===== src/hdl/i2cms_pkg.sv =====
// ----------------------------------------------------------------------------
// i2cms_pkg: shared types and constants for the I2C master bit sequencer
// Command codes, pin actions, result record and phase table.
// ----------------------------------------------------------------------------
`default_nettype none

package i2cms_pkg;

	localparam int BITS_PER_BYTE = 8;
	localparam int TICK_W        = 16;
	localparam int STEP_W        = 5;
	localparam int CMD_W         = 3;

	localparam logic [TICK_W-1:0] TICKS_RESET = TICK_W'(2);

	// command codes; OP_IDLE doubles as the plain tick request
	typedef enum logic [CMD_W-1:0] {
		OP_IDLE    = 3'd0,
		OP_START   = 3'd1,
		OP_STOP    = 3'd2,
		OP_WRITE   = 3'd3,
		OP_READ    = 3'd4,
		OP_ACK     = 3'd5,
		OP_NACK    = 3'd6,
		OP_WAITACK = 3'd7
	} op_t;

	// what a phase does when it begins
	typedef enum logic [2:0] {
		ACT_SDA0,
		ACT_SDA1,
		ACT_SCL0,
		ACT_SCL1,
		ACT_RX,
		ACT_ACKS
	} act_t;

	typedef struct packed {
		logic                     scl_level;
		logic                     sda_level;
		logic                     sda_released;
		logic                     busy_res;
		logic                     done_res;
		logic [BITS_PER_BYTE-1:0] rx_byte;
		logic                     ack_level;
	} res_t;

	// number of phases in each command sequence
	function automatic logic [STEP_W-1:0] phase_count(input op_t op);
		logic [STEP_W-1:0] n;
		case (op)
			OP_START:   n = STEP_W'(4);
			OP_STOP:    n = STEP_W'(3);
			OP_WRITE:   n = STEP_W'(3 * BITS_PER_BYTE);
			OP_READ:    n = STEP_W'(1 + 3 * BITS_PER_BYTE);
			OP_ACK:     n = STEP_W'(3);
			OP_NACK:    n = STEP_W'(3);
			OP_WAITACK: n = STEP_W'(4);
			default:    n = '0;
		endcase
		return n;
	endfunction

endpackage

`default_nettype wire


===== src/hdl/i2cms_engine.sv =====
// ----------------------------------------------------------------------------
// i2cms_engine: command and phase state of the I2C master bit sequencer
// Holds the sequencer state and works one request per enabled cycle.
// ----------------------------------------------------------------------------
`default_nettype none

module i2cms_engine (
	input  wire logic                               clk,
	input  wire logic                               arst_n,
	input  wire logic                               fire,
	input  wire logic [i2cms_pkg::CMD_W-1:0]        cmd,
	input  wire logic [i2cms_pkg::BITS_PER_BYTE-1:0] tx_byte,
	input  wire logic                               sda_in,
	input  wire logic [i2cms_pkg::TICK_W-1:0]       ticks_per_phase,
	output logic                                    has_result,
	output i2cms_pkg::res_t                         res
);

	i2cms_pkg::op_t                          op_q, op_d;
	logic [i2cms_pkg::STEP_W-1:0]            step_q, step_d, step_inc;
	logic [i2cms_pkg::TICK_W-1:0]            tick_q, tick_d, tick_inc, len;
	logic [i2cms_pkg::BITS_PER_BYTE-1:0]     shift_q, shift_d, tx_q, tx_d;
	logic                                    scl_q, scl_d, sda_q, sda_d;
	logic                                    rel_q, rel_d, ack_q, ack_d;
	logic                                    done, run_phase;
	i2cms_pkg::op_t                          cmd_e;
	i2cms_pkg::act_t                         act;
	logic [i2cms_pkg::STEP_W-1:0]            t5;
	logic [8:0]                              prod;
	logic [3:0]                              quo;
	logic [i2cms_pkg::STEP_W-1:0]            rem;
	logic [2:0]                              bit_idx;

	assign cmd_e = i2cms_pkg::op_t'(cmd);

	always_comb begin
		op_d       = op_q;
		step_d     = step_q;
		tick_d     = tick_q;
		shift_d    = shift_q;
		tx_d       = tx_q;
		scl_d      = scl_q;
		sda_d      = sda_q;
		rel_d      = rel_q;
		ack_d      = ack_q;
		done       = 1'b0;
		has_result = 1'b0;
		run_phase  = 1'b0;
		len        = (ticks_per_phase == '0) ? i2cms_pkg::TICK_W'(1) : ticks_per_phase;
		tick_inc   = tick_q + i2cms_pkg::TICK_W'(1);
		step_inc   = step_q + i2cms_pkg::STEP_W'(1);

		if (cmd_e != i2cms_pkg::OP_IDLE) begin
			// commands are only taken when idle; otherwise dropped silently
			if (op_q == i2cms_pkg::OP_IDLE) begin
				has_result = 1'b1;
				op_d       = cmd_e;
				step_d     = '0;
				tick_d     = '0;
				rel_d      = 1'b0;
				run_phase  = 1'b1;
				if (cmd_e == i2cms_pkg::OP_WRITE) begin
					tx_d = tx_byte;
				end
				if (cmd_e == i2cms_pkg::OP_READ) begin
					shift_d = '0;
				end
			end
		end else begin
			has_result = 1'b1;
			if (op_q != i2cms_pkg::OP_IDLE) begin
				tick_d = tick_inc;
				if (tick_inc >= len) begin
					tick_d = '0;
					step_d = step_inc;
					if (step_inc >= i2cms_pkg::phase_count(op_q)) begin
						op_d   = i2cms_pkg::OP_IDLE;
						step_d = '0;
						done   = 1'b1;
					end else begin
						run_phase = 1'b1;
					end
				end
			end
		end

		// bit index and position within a three-phase bit slot
		t5 = (op_d == i2cms_pkg::OP_READ) ? (step_d - i2cms_pkg::STEP_W'(1)) : step_d;
		prod    = 9'(t5) * 9'd11;          // floor(x/3) for x < 32
		quo     = prod[8:5];
		rem     = t5 - ({1'b0, quo} + {quo, 1'b0});
		bit_idx = 3'd7 - quo[2:0];

		case (op_d)
			i2cms_pkg::OP_START: begin
				case (step_d[1:0])
					2'd0:    act = i2cms_pkg::ACT_SDA1;
					2'd1:    act = i2cms_pkg::ACT_SCL1;
					2'd2:    act = i2cms_pkg::ACT_SDA0;
					default: act = i2cms_pkg::ACT_SCL0;
				endcase
			end
			i2cms_pkg::OP_STOP: begin
				if (step_d == '0) begin
					act = i2cms_pkg::ACT_SDA0;
				end else if (step_d == i2cms_pkg::STEP_W'(1)) begin
					act = i2cms_pkg::ACT_SCL1;
				end else begin
					act = i2cms_pkg::ACT_SDA1;
				end
			end
			i2cms_pkg::OP_WRITE: begin
				if (rem == '0) begin
					act = tx_d[bit_idx] ? i2cms_pkg::ACT_SDA1 : i2cms_pkg::ACT_SDA0;
				end else if (rem == i2cms_pkg::STEP_W'(1)) begin
					act = i2cms_pkg::ACT_SCL1;
				end else begin
					act = i2cms_pkg::ACT_SCL0;
				end
			end
			i2cms_pkg::OP_READ: begin
				if (step_d == '0) begin
					act = i2cms_pkg::ACT_SDA1;
				end else if (rem == '0) begin
					act = i2cms_pkg::ACT_SCL1;
				end else if (rem == i2cms_pkg::STEP_W'(1)) begin
					act = i2cms_pkg::ACT_RX;
				end else begin
					act = i2cms_pkg::ACT_SCL0;
				end
				if (run_phase && step_d == i2cms_pkg::STEP_W'(1)) begin
					rel_d = 1'b1;
				end
			end
			i2cms_pkg::OP_ACK, i2cms_pkg::OP_NACK: begin
				if (step_d == '0) begin
					act = (op_d == i2cms_pkg::OP_ACK) ? i2cms_pkg::ACT_SDA0
					                                  : i2cms_pkg::ACT_SDA1;
				end else if (step_d == i2cms_pkg::STEP_W'(1)) begin
					act = i2cms_pkg::ACT_SCL1;
				end else begin
					act = i2cms_pkg::ACT_SCL0;
				end
			end
			i2cms_pkg::OP_WAITACK: begin
				case (step_d[1:0])
					2'd0:    act = i2cms_pkg::ACT_SDA1;
					2'd1:    act = i2cms_pkg::ACT_SCL1;
					2'd2:    act = i2cms_pkg::ACT_ACKS;
					default: act = i2cms_pkg::ACT_SCL0;
				endcase
				if (run_phase && step_d[1:0] == 2'd2) begin
					rel_d = 1'b1;
				end
			end
			default: act = i2cms_pkg::ACT_SCL0;
		endcase

		if (run_phase) begin
			case (act)
				i2cms_pkg::ACT_SDA0: sda_d = 1'b0;
				i2cms_pkg::ACT_SDA1: sda_d = 1'b1;
				i2cms_pkg::ACT_SCL0: scl_d = 1'b0;
				i2cms_pkg::ACT_SCL1: scl_d = 1'b1;
				i2cms_pkg::ACT_RX: begin
					if (sda_in) begin
						shift_d[bit_idx] = 1'b1;
					end
				end
				default: ack_d = sda_in;
			endcase
		end

		res.scl_level    = scl_d;
		res.sda_level    = sda_d;
		res.sda_released = rel_d;
		res.busy_res     = (op_d != i2cms_pkg::OP_IDLE);
		res.done_res     = done;
		res.rx_byte      = shift_d;
		res.ack_level    = ack_d;
	end

	always_ff @(posedge clk or negedge arst_n) begin
		if (!arst_n) begin
			op_q    <= i2cms_pkg::OP_IDLE;
			step_q  <= '0;
			tick_q  <= '0;
			shift_q <= '0;
			tx_q    <= '0;
			scl_q   <= 1'b1;
			sda_q   <= 1'b1;
			rel_q   <= 1'b0;
			ack_q   <= 1'b0;
		end else if (fire) begin
			op_q    <= op_d;
			step_q  <= step_d;
			tick_q  <= tick_d;
			shift_q <= shift_d;
			tx_q    <= tx_d;
			scl_q   <= scl_d;
			sda_q   <= sda_d;
			rel_q   <= rel_d;
			ack_q   <= ack_d;
		end
	end

	// idle means a clean phase position
	a_idle_clean: assert property (@(posedge clk) disable iff (!arst_n)
		(op_q == i2cms_pkg::OP_IDLE) |-> (step_q == '0 && tick_q == '0))
		else $error("idle with nonzero phase state");

	// running step never reaches the end of its sequence
	a_step_range: assert property (@(posedge clk) disable iff (!arst_n)
		(op_q != i2cms_pkg::OP_IDLE) |-> (step_q < i2cms_pkg::phase_count(op_q)))
		else $error("phase step out of range");

	// a command during a sequence leaves the sequence untouched
	a_busy_drop: assert property (@(posedge clk) disable iff (!arst_n)
		(fire && cmd_e != i2cms_pkg::OP_IDLE && op_q != i2cms_pkg::OP_IDLE)
		|=> ($stable(op_q) && $stable(step_q) && $stable(tick_q)))
		else $error("command taken while busy");

	// finishing a sequence reports not busy
	a_done_idle: assert property (@(posedge clk) disable iff (!arst_n)
		(fire && done) |=> (op_q == i2cms_pkg::OP_IDLE))
		else $error("done without returning to idle");

endmodule

`default_nettype wire


===== src/hdl/i2c_master_bit_sequencer_core.sv =====
// ----------------------------------------------------------------------------
// i2c_master_bit_sequencer_core: I2C master bit engine with stream channels
//
// Input stream (s_*): one request per item. s_tuser carries the command
// (tick, start, stop, write byte, read byte, ack, nack, wait ack); s_tdata
// carries the write byte and the sampled SDA level. Tick requests advance the
// current sequence; each SCL/SDA phase is held for ticks_per_phase ticks
// (zero counts as one), set by the user via cfg_we/cfg_wdata only while idle;
// the block does not enforce this. Output stream (m_*): one status item per
// request, carrying the pin levels, busy, done, received byte and ack level.
// A command that arrives while a sequence is running is dropped and produces
// no output item. Path: the request is registered, then worked by the engine
// into the output register (two register stages from s_* to m_*).
// Throughput: one request per cycle while m_tready does not hold the output;
// all the per-request work is one pass of short logic around the engine's
// state registers.
// Stall: an output item held by m_tready low freezes the engine; one more
// request waits in the input register, after which s_tready drops.
// Reset: SCL and SDA high, SDA driven, idle, ticks_per_phase = 2.
// ----------------------------------------------------------------------------
`default_nettype none

module i2c_master_bit_sequencer_core (
	input  wire logic                          clk,
	input  wire logic                          arst_n,
	// configuration: ticks_per_phase
	input  wire logic                          cfg_we,
	input  wire logic [i2cms_pkg::TICK_W-1:0]  cfg_wdata,
	// request stream
	input  wire logic                          s_tvalid,
	output logic                               s_tready,
	input  wire logic [15:0]                   s_tdata,   // [7:0] tx_byte, [8] sda_in
	input  wire logic [i2cms_pkg::CMD_W-1:0]   s_tuser,   // [2:0] cmd
	// status stream
	output logic                               m_tvalid,
	input  wire logic                          m_tready,
	output logic [15:0]                        m_tdata    // [0] scl_level, [1] sda_level,
	                                                      // [2] sda_released, [3] busy_res,
	                                                      // [4] done_res, [12:5] rx_byte,
	                                                      // [13] ack_level
);

	logic [i2cms_pkg::TICK_W-1:0]        ticks_q;
	logic                                valid_s1;
	logic [i2cms_pkg::CMD_W-1:0]         cmd_s1;
	logic [i2cms_pkg::BITS_PER_BYTE-1:0] tx_byte_s1;
	logic                                sda_in_s1;
	logic                                advance;
	logic                                fire;
	logic                                has_result;
	i2cms_pkg::res_t                     res;
	logic                                out_valid_q;
	logic [15:0]                         out_data_q;

	// output register is free or being drained this cycle
	assign advance  = !out_valid_q || m_tready;
	assign fire     = valid_s1 && advance;
	assign s_tready = !valid_s1 || advance;

	always_ff @(posedge clk or negedge arst_n) begin
		if (!arst_n) begin
			ticks_q <= i2cms_pkg::TICKS_RESET;
		end else if (cfg_we) begin
			ticks_q <= cfg_wdata;
		end
	end

	// input register
	always_ff @(posedge clk or negedge arst_n) begin
		if (!arst_n) begin
			valid_s1 <= 1'b0;
		end else if (s_tready) begin
			valid_s1 <= s_tvalid;
		end
	end

	always_ff @(posedge clk) begin
		if (s_tready && s_tvalid) begin
			cmd_s1     <= s_tuser;
			tx_byte_s1 <= s_tdata[7:0];
			sda_in_s1  <= s_tdata[8];
		end
	end

	i2cms_engine u_engine (
		.clk             (clk),
		.arst_n          (arst_n),
		.fire            (fire),
		.cmd             (cmd_s1),
		.tx_byte         (tx_byte_s1),
		.sda_in          (sda_in_s1),
		.ticks_per_phase (ticks_q),
		.has_result      (has_result),
		.res             (res)
	);

	// result register
	always_ff @(posedge clk or negedge arst_n) begin
		if (!arst_n) begin
			out_valid_q <= 1'b0;
		end else if (advance) begin
			out_valid_q <= fire && has_result;
		end
	end

	always_ff @(posedge clk) begin
		if (fire && has_result) begin
			out_data_q <= {2'b00, res.ack_level, res.rx_byte, res.done_res,
			               res.busy_res, res.sda_released, res.sda_level, res.scl_level};
		end
	end

	assign m_tvalid = out_valid_q;
	assign m_tdata  = out_data_q;

endmodule

`default_nettype wire

===== config.mk =====
export PLATFORM = sky130hd
export DESIGN_NAME = i2c_master_bit_sequencer_core
export DESIGN_NICKNAME = d
export VERILOG_FILES = /design/src/hdl/i2cms_pkg.sv /design/src/hdl/i2cms_engine.sv /design/src/hdl/i2c_master_bit_sequencer_core.sv
export SDC_FILE = /design/constraint.sdc
export NUM_CORES = 1
export LEC_CHECK = 0
export BUFFER_PORTS_ARGS = -buffer_cell sky130_fd_sc_hd__buf_2
export CORE_ASPECT_RATIO = 1.2
export CORE_MARGIN = 3
export CORE_UTILIZATION = 30
export DETAILED_ROUTE_END_ITERATION = 10
export PLACE_DENSITY_LB_ADDON = 0.05
export RECOVER_POWER = 100
export SLEW_MARGIN = 20
export SYNTH_ARGS = -nofsm -noshare
export SYNTH_HDL_FRONTEND = slang
export SYNTH_HIERARCHICAL = 1
export SYNTH_SLANG_ARGS = --single-unit

===== constraint.sdc =====
create_clock -name clk -period 24.9 [get_ports clk]
set_input_delay 2.49 -clock clk [delete_from_list [all_inputs] [get_ports clk]]
set_output_delay 2.49 -clock clk [all_outputs]
set_load 0.03 [all_outputs]

==> results of run 1 <==
how the worst max path moves through the flow:
stage                       endpoint
2_1_floorplan  m_tdata[13]$_DFFE_PP_
3_3_place_gp    m_tdata[1]$_DFFE_PP_
3_5_place_dp    m_tdata[1]$_DFFE_PP_
4_1_cts         m_tdata[1]$_DFFE_PP_
5_1_grt        m_tdata[12]$_DFFE_PP_
6_report       m_tdata[13]$_DFFE_PP_
state kept, by name, indices dropped and copies added (netlist names):
| signal | count |
|---|---|
| valid_s1 | 1 |
| u_engine/rel_q | 1 |
| u_engine/sda_q | 1 |
| ticks_q | 16 |
| tx_byte_s1 | 8 |
| u_engine/step_q | 5 |
| sda_in_s1 | 1 |
| u_engine/op_q | 3 |
| m_tdata | 14 |
| u_engine/tick_q | 16 |
| m_tvalid | 1 |
| u_engine/shift_q | 8 |
| u_engine/tx_q | 8 |
| cmd_s1 | 3 |
| u_engine/scl_q | 1 |
| u_engine/ack_q | 1 |
cells in the mapped netlist, types with 5 or more instances:
cell type,n
o21ai_1,18
o21ai_0,19
nor3_1,10
a31oi_1,6
nand3_1,25
or3_1,7
nand2b_1,6
ha_1,49
buf_4,7
nor2_1,34
a21oi_1,23
inv_1,43
xor2_1,9
xnor2_1,16
o22ai_1,5
a21o_1,6
clkbuf_1,10
mux2i_1,10
mux2_2,19
nor4_1,6
nand2_1,53
mux2_4,10
and3_1,8
edfxtp_1,26
dfrtp_1,59
a32o_1,12
cell families (layout without fill, tap and decap cells):
group | count (synthesis) | after routing | synth area share [%]
compound gates | 123 | 123 | 15.3
xor+xnor | 27 | 27 | 4.27
fa+ha+maj | 53 | 53 | 11.5
buf+inv | 69 | 112 | 5.41
flops | 88 | 88 | 38.7
mux | 41 | 41 | 8.43
other cells | 1 | 3 | 0.0621
simple gates | 186 | 186 | 16.4
metrics by stage:
step	instances	instance area [sq um]	util (%)	hold slack, ns	setup WS (ns)
CTS	893	6820	34.7	0.492	12.78
global placement	877	6480	32.9	0.466	12.89
floorplan	589	6040	-	0.455	14.83
detailed placement	877	6480	32.9	0.476	12.85
finish	894	6680	33.9	0.481	12.09
global route	894	6680	33.9	0.531	10.99
worst reg2reg max path, delay by kind of cell (launching register included):
family                     cells  cell delay, ns
buffers and inverters          5            0.69
xor gates and xnor gates       6            1.61
adders and majority gates      8            2.54
AOI/OAI and AO/OA              7            2.63
and+or+nand+nor               14            4.23
DFF                            1            0.45
muxes                          1            0.38
final cells by class:
class                           count  area share (%)
Multi-Input combinational cell    432            49.0
Sequential cell                    88            35.0
Tap cell                          261            4.89
Timing Repair Buffer               53            3.61
Clock buffer                       10            3.58
Inverter                           43            2.42
Clock inverter                      6            1.54
Antenna cell                        1          0.0374
per-layer routing:
metal  track usage [%]  vias to the layer above
li1                  -                     2230
met1              18.2                     2182
met2              24.2                       75
met3              2.93                       14
met4              4.31                        2
met5                 0                        -
==> out/qor.txt, run 1 <==
Critical Path Stages: 41
DR vias: 4503
highest-count cells in the layout ignoring fill and taps: dfrtp_1, nand2_1, ha_1, inv_1
Startpoint Class: flip-flop
final WL: 14.8 mm
R2R Path Start: u_engine/tick_q[0]$_DFFE_PN0P_
Post-synth EDFFs: 26
CP delay by family, top: simple AND/OR/NAND/NOR gates
met3 WL: 508 um
CTS buffer count: 9
hold path start: u_engine/shift_q[0]$_DFFE_PN0P_
dpl hpwl: 11.1 mm
crit share post-route: 51.4%
critical path required time: 25.01 ns
Worst-path clk slew: 0.07 ns
count of input and output buffers: 48
failing checks: max-capacitance violations, max-slew violations
initial core utilization: 30.7%
critical path arrival: 12.92 ns
global route overflow: 0
root buffer cell: clkbuf_16
met2 wire len: 7.32 mm
Max Root-Sink Buffers: 2
clk_skew: 0.0160 ns
status: complete, but fails checks
core area: 0.0197 sq mm
die area: 0.0219 sq mm
Setup-failing EPs final: 0
Final Max Tran Viols: 63
ys flop type: dfrtp_1
count of different cell masters after synthesis: 80
post-cts sizing count: 0
critical path's slowest cell: o21ai_0
Min-Delay Path Depth: 2
Crit Path Category: flip-flop to flip-flop
Worst Path Max Fanout: 8
Syn Std Cell Area: 0.00604 sq mm
Area contributors post-synth: dfrtp_1, edfxtp_1, ha_1, mux2_2, nand2_1
share of cells above drive strength 1: 14.1%
DRC violations left: 0
CTS tree: done
largest net degree at the start of global routing: 63
Reg2Reg Setup Slack: 12.09 ns
Detailed Route Iter0 Violations: 237
final hold violations: 0
total number of yosys warnings: 6
met1 WL: 6.81 mm
CTS H-tree depth: 3
GRT Total Usage: 14.2%
post-route ant nets: 0
CP peak stage delay: 0.91 ns
min Tclk post-route: 12.81 ns
max_cap viols: 1
Setup Fix Bufs, Post-CTS: 0
GP Congestion: 0.765
fmax: 78.1 MHz
number of global-route vias before repair: 4658
Nets: 720
Vias/cell: 5.04
die span in y: 161 um
Synth area leader: dfrtp_1
multi-input logic area: 0.00327 sq mm
endpoint class of the critical path: flip-flop
area growth from synthesis to layout: 10.7%
Boundary Pins: 58
RR Endpoint: m_tdata[13]$_DFFE_PP_
synthesis-stage register bit count: 88
hold path endpoint: u_engine/shift_q[0]$_DFFE_PN0P_
commonest non-fill, non-tap cell in the layout: dfrtp_1
first-pass GRT wire length: 24.6 mm
FF+latch area: 0.00234 sq mm
initial antenna violation count: 2
CP Buf/Inv Count: 5
uppermost layer routed: met5
CP most frequent cell: ha_1
Fill cells: 2036
clk_lat worst skew: 0.35 ns
setup total negative slack: 0 ns
CTS Sinks: 88
reg2reg path depth: 41
drt pass-1 iters: 5
Worst-Margin Slew: 3.63 ns
hold crit path type: flip-flop to flip-flop
Rows: 56
WL per Instance: 16.6 um
CTS hold repair buffers: 0
syn_area_per_cell: 10.3 sq um
Seq/Total Area, Yosys: 38.7%
crit path launch: u_engine/tick_q[0]$_DFFE_PN0P_
Synth async-reset ratio: 70.5%
top cell type's share of synthesized area: 24.5%
unrepaired setup endpoints after global routing: no
DIE WIDTH: 136 um
Rel. slew slack: -142%
Post-Synthesis Cells: 588
Power of run 1 is not shown: default switching activity piles up to over one toggle a cycle in this logic, so the estimate is an artifact.
==> inputs of run 2 (changes only) <==
clock period = 10.5 ns   (was 24.9 ns; I/O delays follow)
==> run 2 against run 1 <==
  * The flow still finishes with violations (max-capacitance violations, max-slew violations)
  * Non-clock buffer count increased by 21
  * Utilization increased by 1.6 points
  * Wire length increased by 1.8%
  * First-iteration DRC count decreased by 15%
  * Worst setup slack got worse by 11 ns
  * Sequential share of layout area decreased by 1.5 points
  * Final cell count increased by 2.3%
  * Global-route usage decreased by 0.19 points
  * Largest cell class unchanged
==> out/qor.txt, run 2 (synthesis results as in run 1) <==
Max Root-Sink Buffers: 2
Final Max Tran Viols: 63
post-route ant nets: 0
final cell count without fillers: 915
share of cells above drive strength 1: 19.9%
area growth from synthesis to layout: 15.8%
clk_skew: 0.00979 ns
Nets: 741
critical path's slowest cell: fa_1
status: complete, but fails checks
Worst Path Max Fanout: 7
count of input and output buffers: 48
core area: 0.0197 sq mm
CTS tree: done
drt pass-1 iters: 4
Worst-path clk slew: 0.07 ns
Worst-Margin Slew: 3.58 ns
Rows: 56
dpl hpwl: 11.4 mm
min Tclk post-route: 9.87 ns
DRC violations left: 0
largest net degree at the start of global routing: 63
crit share post-route: 94.0%
setup total negative slack: 0 ns
WL per Instance: 16.5 um
Startpoint Class: flip-flop
CP most frequent cell: inv_1
global route overflow: 0
clk_lat worst skew: 0.35 ns
Detailed Route Iter0 Violations: 202
Boundary Pins: 58
first-pass GRT wire length: 24.2 mm
Fill cells: 2019
critical path arrival: 9.98 ns
final WL: 15.1 mm
DIE WIDTH: 136 um
CTS buffer count: 9
root buffer cell: clkbuf_16
endpoint class of the critical path: flip-flop
highest-count cells in the layout ignoring fill and taps: dfrtp_1, nand2_1, ha_1, inv_1, nor2_1
Rel. slew slack: -139%
failing checks: max-capacitance violations, max-slew violations
commonest non-fill, non-tap cell in the layout: dfrtp_1
Vias/cell: 4.98
final hold violations: 0
hold slack: 0.492 ns
Setup-failing EPs final: 0
number of global-route vias before repair: 4581
max_cap viols: 1
fmax: 101 MHz
critical path required time: 10.60 ns
hold crit path type: flip-flop to flip-flop
CP peak stage delay: 0.54 ns
final instance area: 0.00699 sq mm
DP Area: 0.00660 sq mm
die area: 0.0219 sq mm
GP Congestion: 0.780
GRT Total Usage: 14.0%
DR vias: 4561
Crit Path Category: flip-flop to flip-flop
CTS Sinks: 88
Min-Delay Path Depth: 2
# placed instances: 893
initial antenna violation count: 2
CTS H-tree depth: 3
reg2reg path depth: 45
die span in y: 161 um
initial core utilization: 30.7%
[run 2: per-stage QoR]
step	setup slack (ns)	utilization, %
global placement	0.364	33.5
finish	0.627	35.5
floorplan	0.430	-
detailed placement	0.277	33.5
CTS	0.188	35.1
global route	-0.0369	35.5
[run 2: path summary, 6_finish.rpt]
path	startpoint	end	slack, ns
hold reg to reg	u_engine/shift_q[1]$_DFFE_PN0P_	u_engine/shift_q[1]$_DFFE_PN0P_	0.49
min in group asynchronous	arst_n	u_engine/tx_q[3]$_DFFE_PN0P_	2.00
setup reg to reg	u_engine/tick_q[2]$_DFFE_PN0P_	m_tdata[13]$_DFFE_PP_	0.63
setup / recovery	u_engine/tick_q[2]$_DFFE_PN0P_	m_tdata[13]$_DFFE_PP_	0.63
hold / removal	u_engine/shift_q[1]$_DFFE_PN0P_	u_engine/shift_q[1]$_DFFE_PN0P_	0.49
max in group asynchronous	arst_n	u_engine/tick_q[0]$_DFFE_PN0P_	6.18
[run 2: routing by layer]
metal | GRT usage, % | routed length [um] | vias up
met5 | 0 | 13 | -
met1 | 18.4 | 7010 | 2213
li1 | - | - | 2262
met4 | 4.58 | 256 | 2
met2 | 23.3 | 7330 | 69
met3 | 2.77 | 479 | 15
[run 2: area by class of cell]
class | count | area [sq um] | share of cell area [%]
Clock buffer | 9 | 225 | 3.22
Sequential cell | 88 | 2340 | 33.4
Multi-Input combinational cell | 432 | 3440 | 49.2
Antenna cell | 1 | 2.50 | 0.0358
Timing Repair Buffer | 74 | 410 | 5.87
Clock inverter | 7 | 88.8 | 1.27
Inverter | 43 | 161 | 2.31
Tap cell | 261 | 327 | 4.67
[run 2: worst max-delay path, delay by kind of cell, from the launching register on]
family / cells / cell delay [ns]
simple gates: 15 / 2.77
fa+ha+maj: 6 / 2.24
compound gates: 9 / 1.83
xor+xnor: 6 / 1.19
buf+inv: 8 / 0.85
flops: 1 / 0.41
mux: 1 / 0.31
[run 2: repair_timing]
item | 4_1_cts | 5_1_grt
endpoints found under the setup margin | 0 | 22
gates resized for setup | 0 | 19
setup buffers | 0 | 5
hold buffers | 0 | 0
Power of run 2 is left out for the same reason.
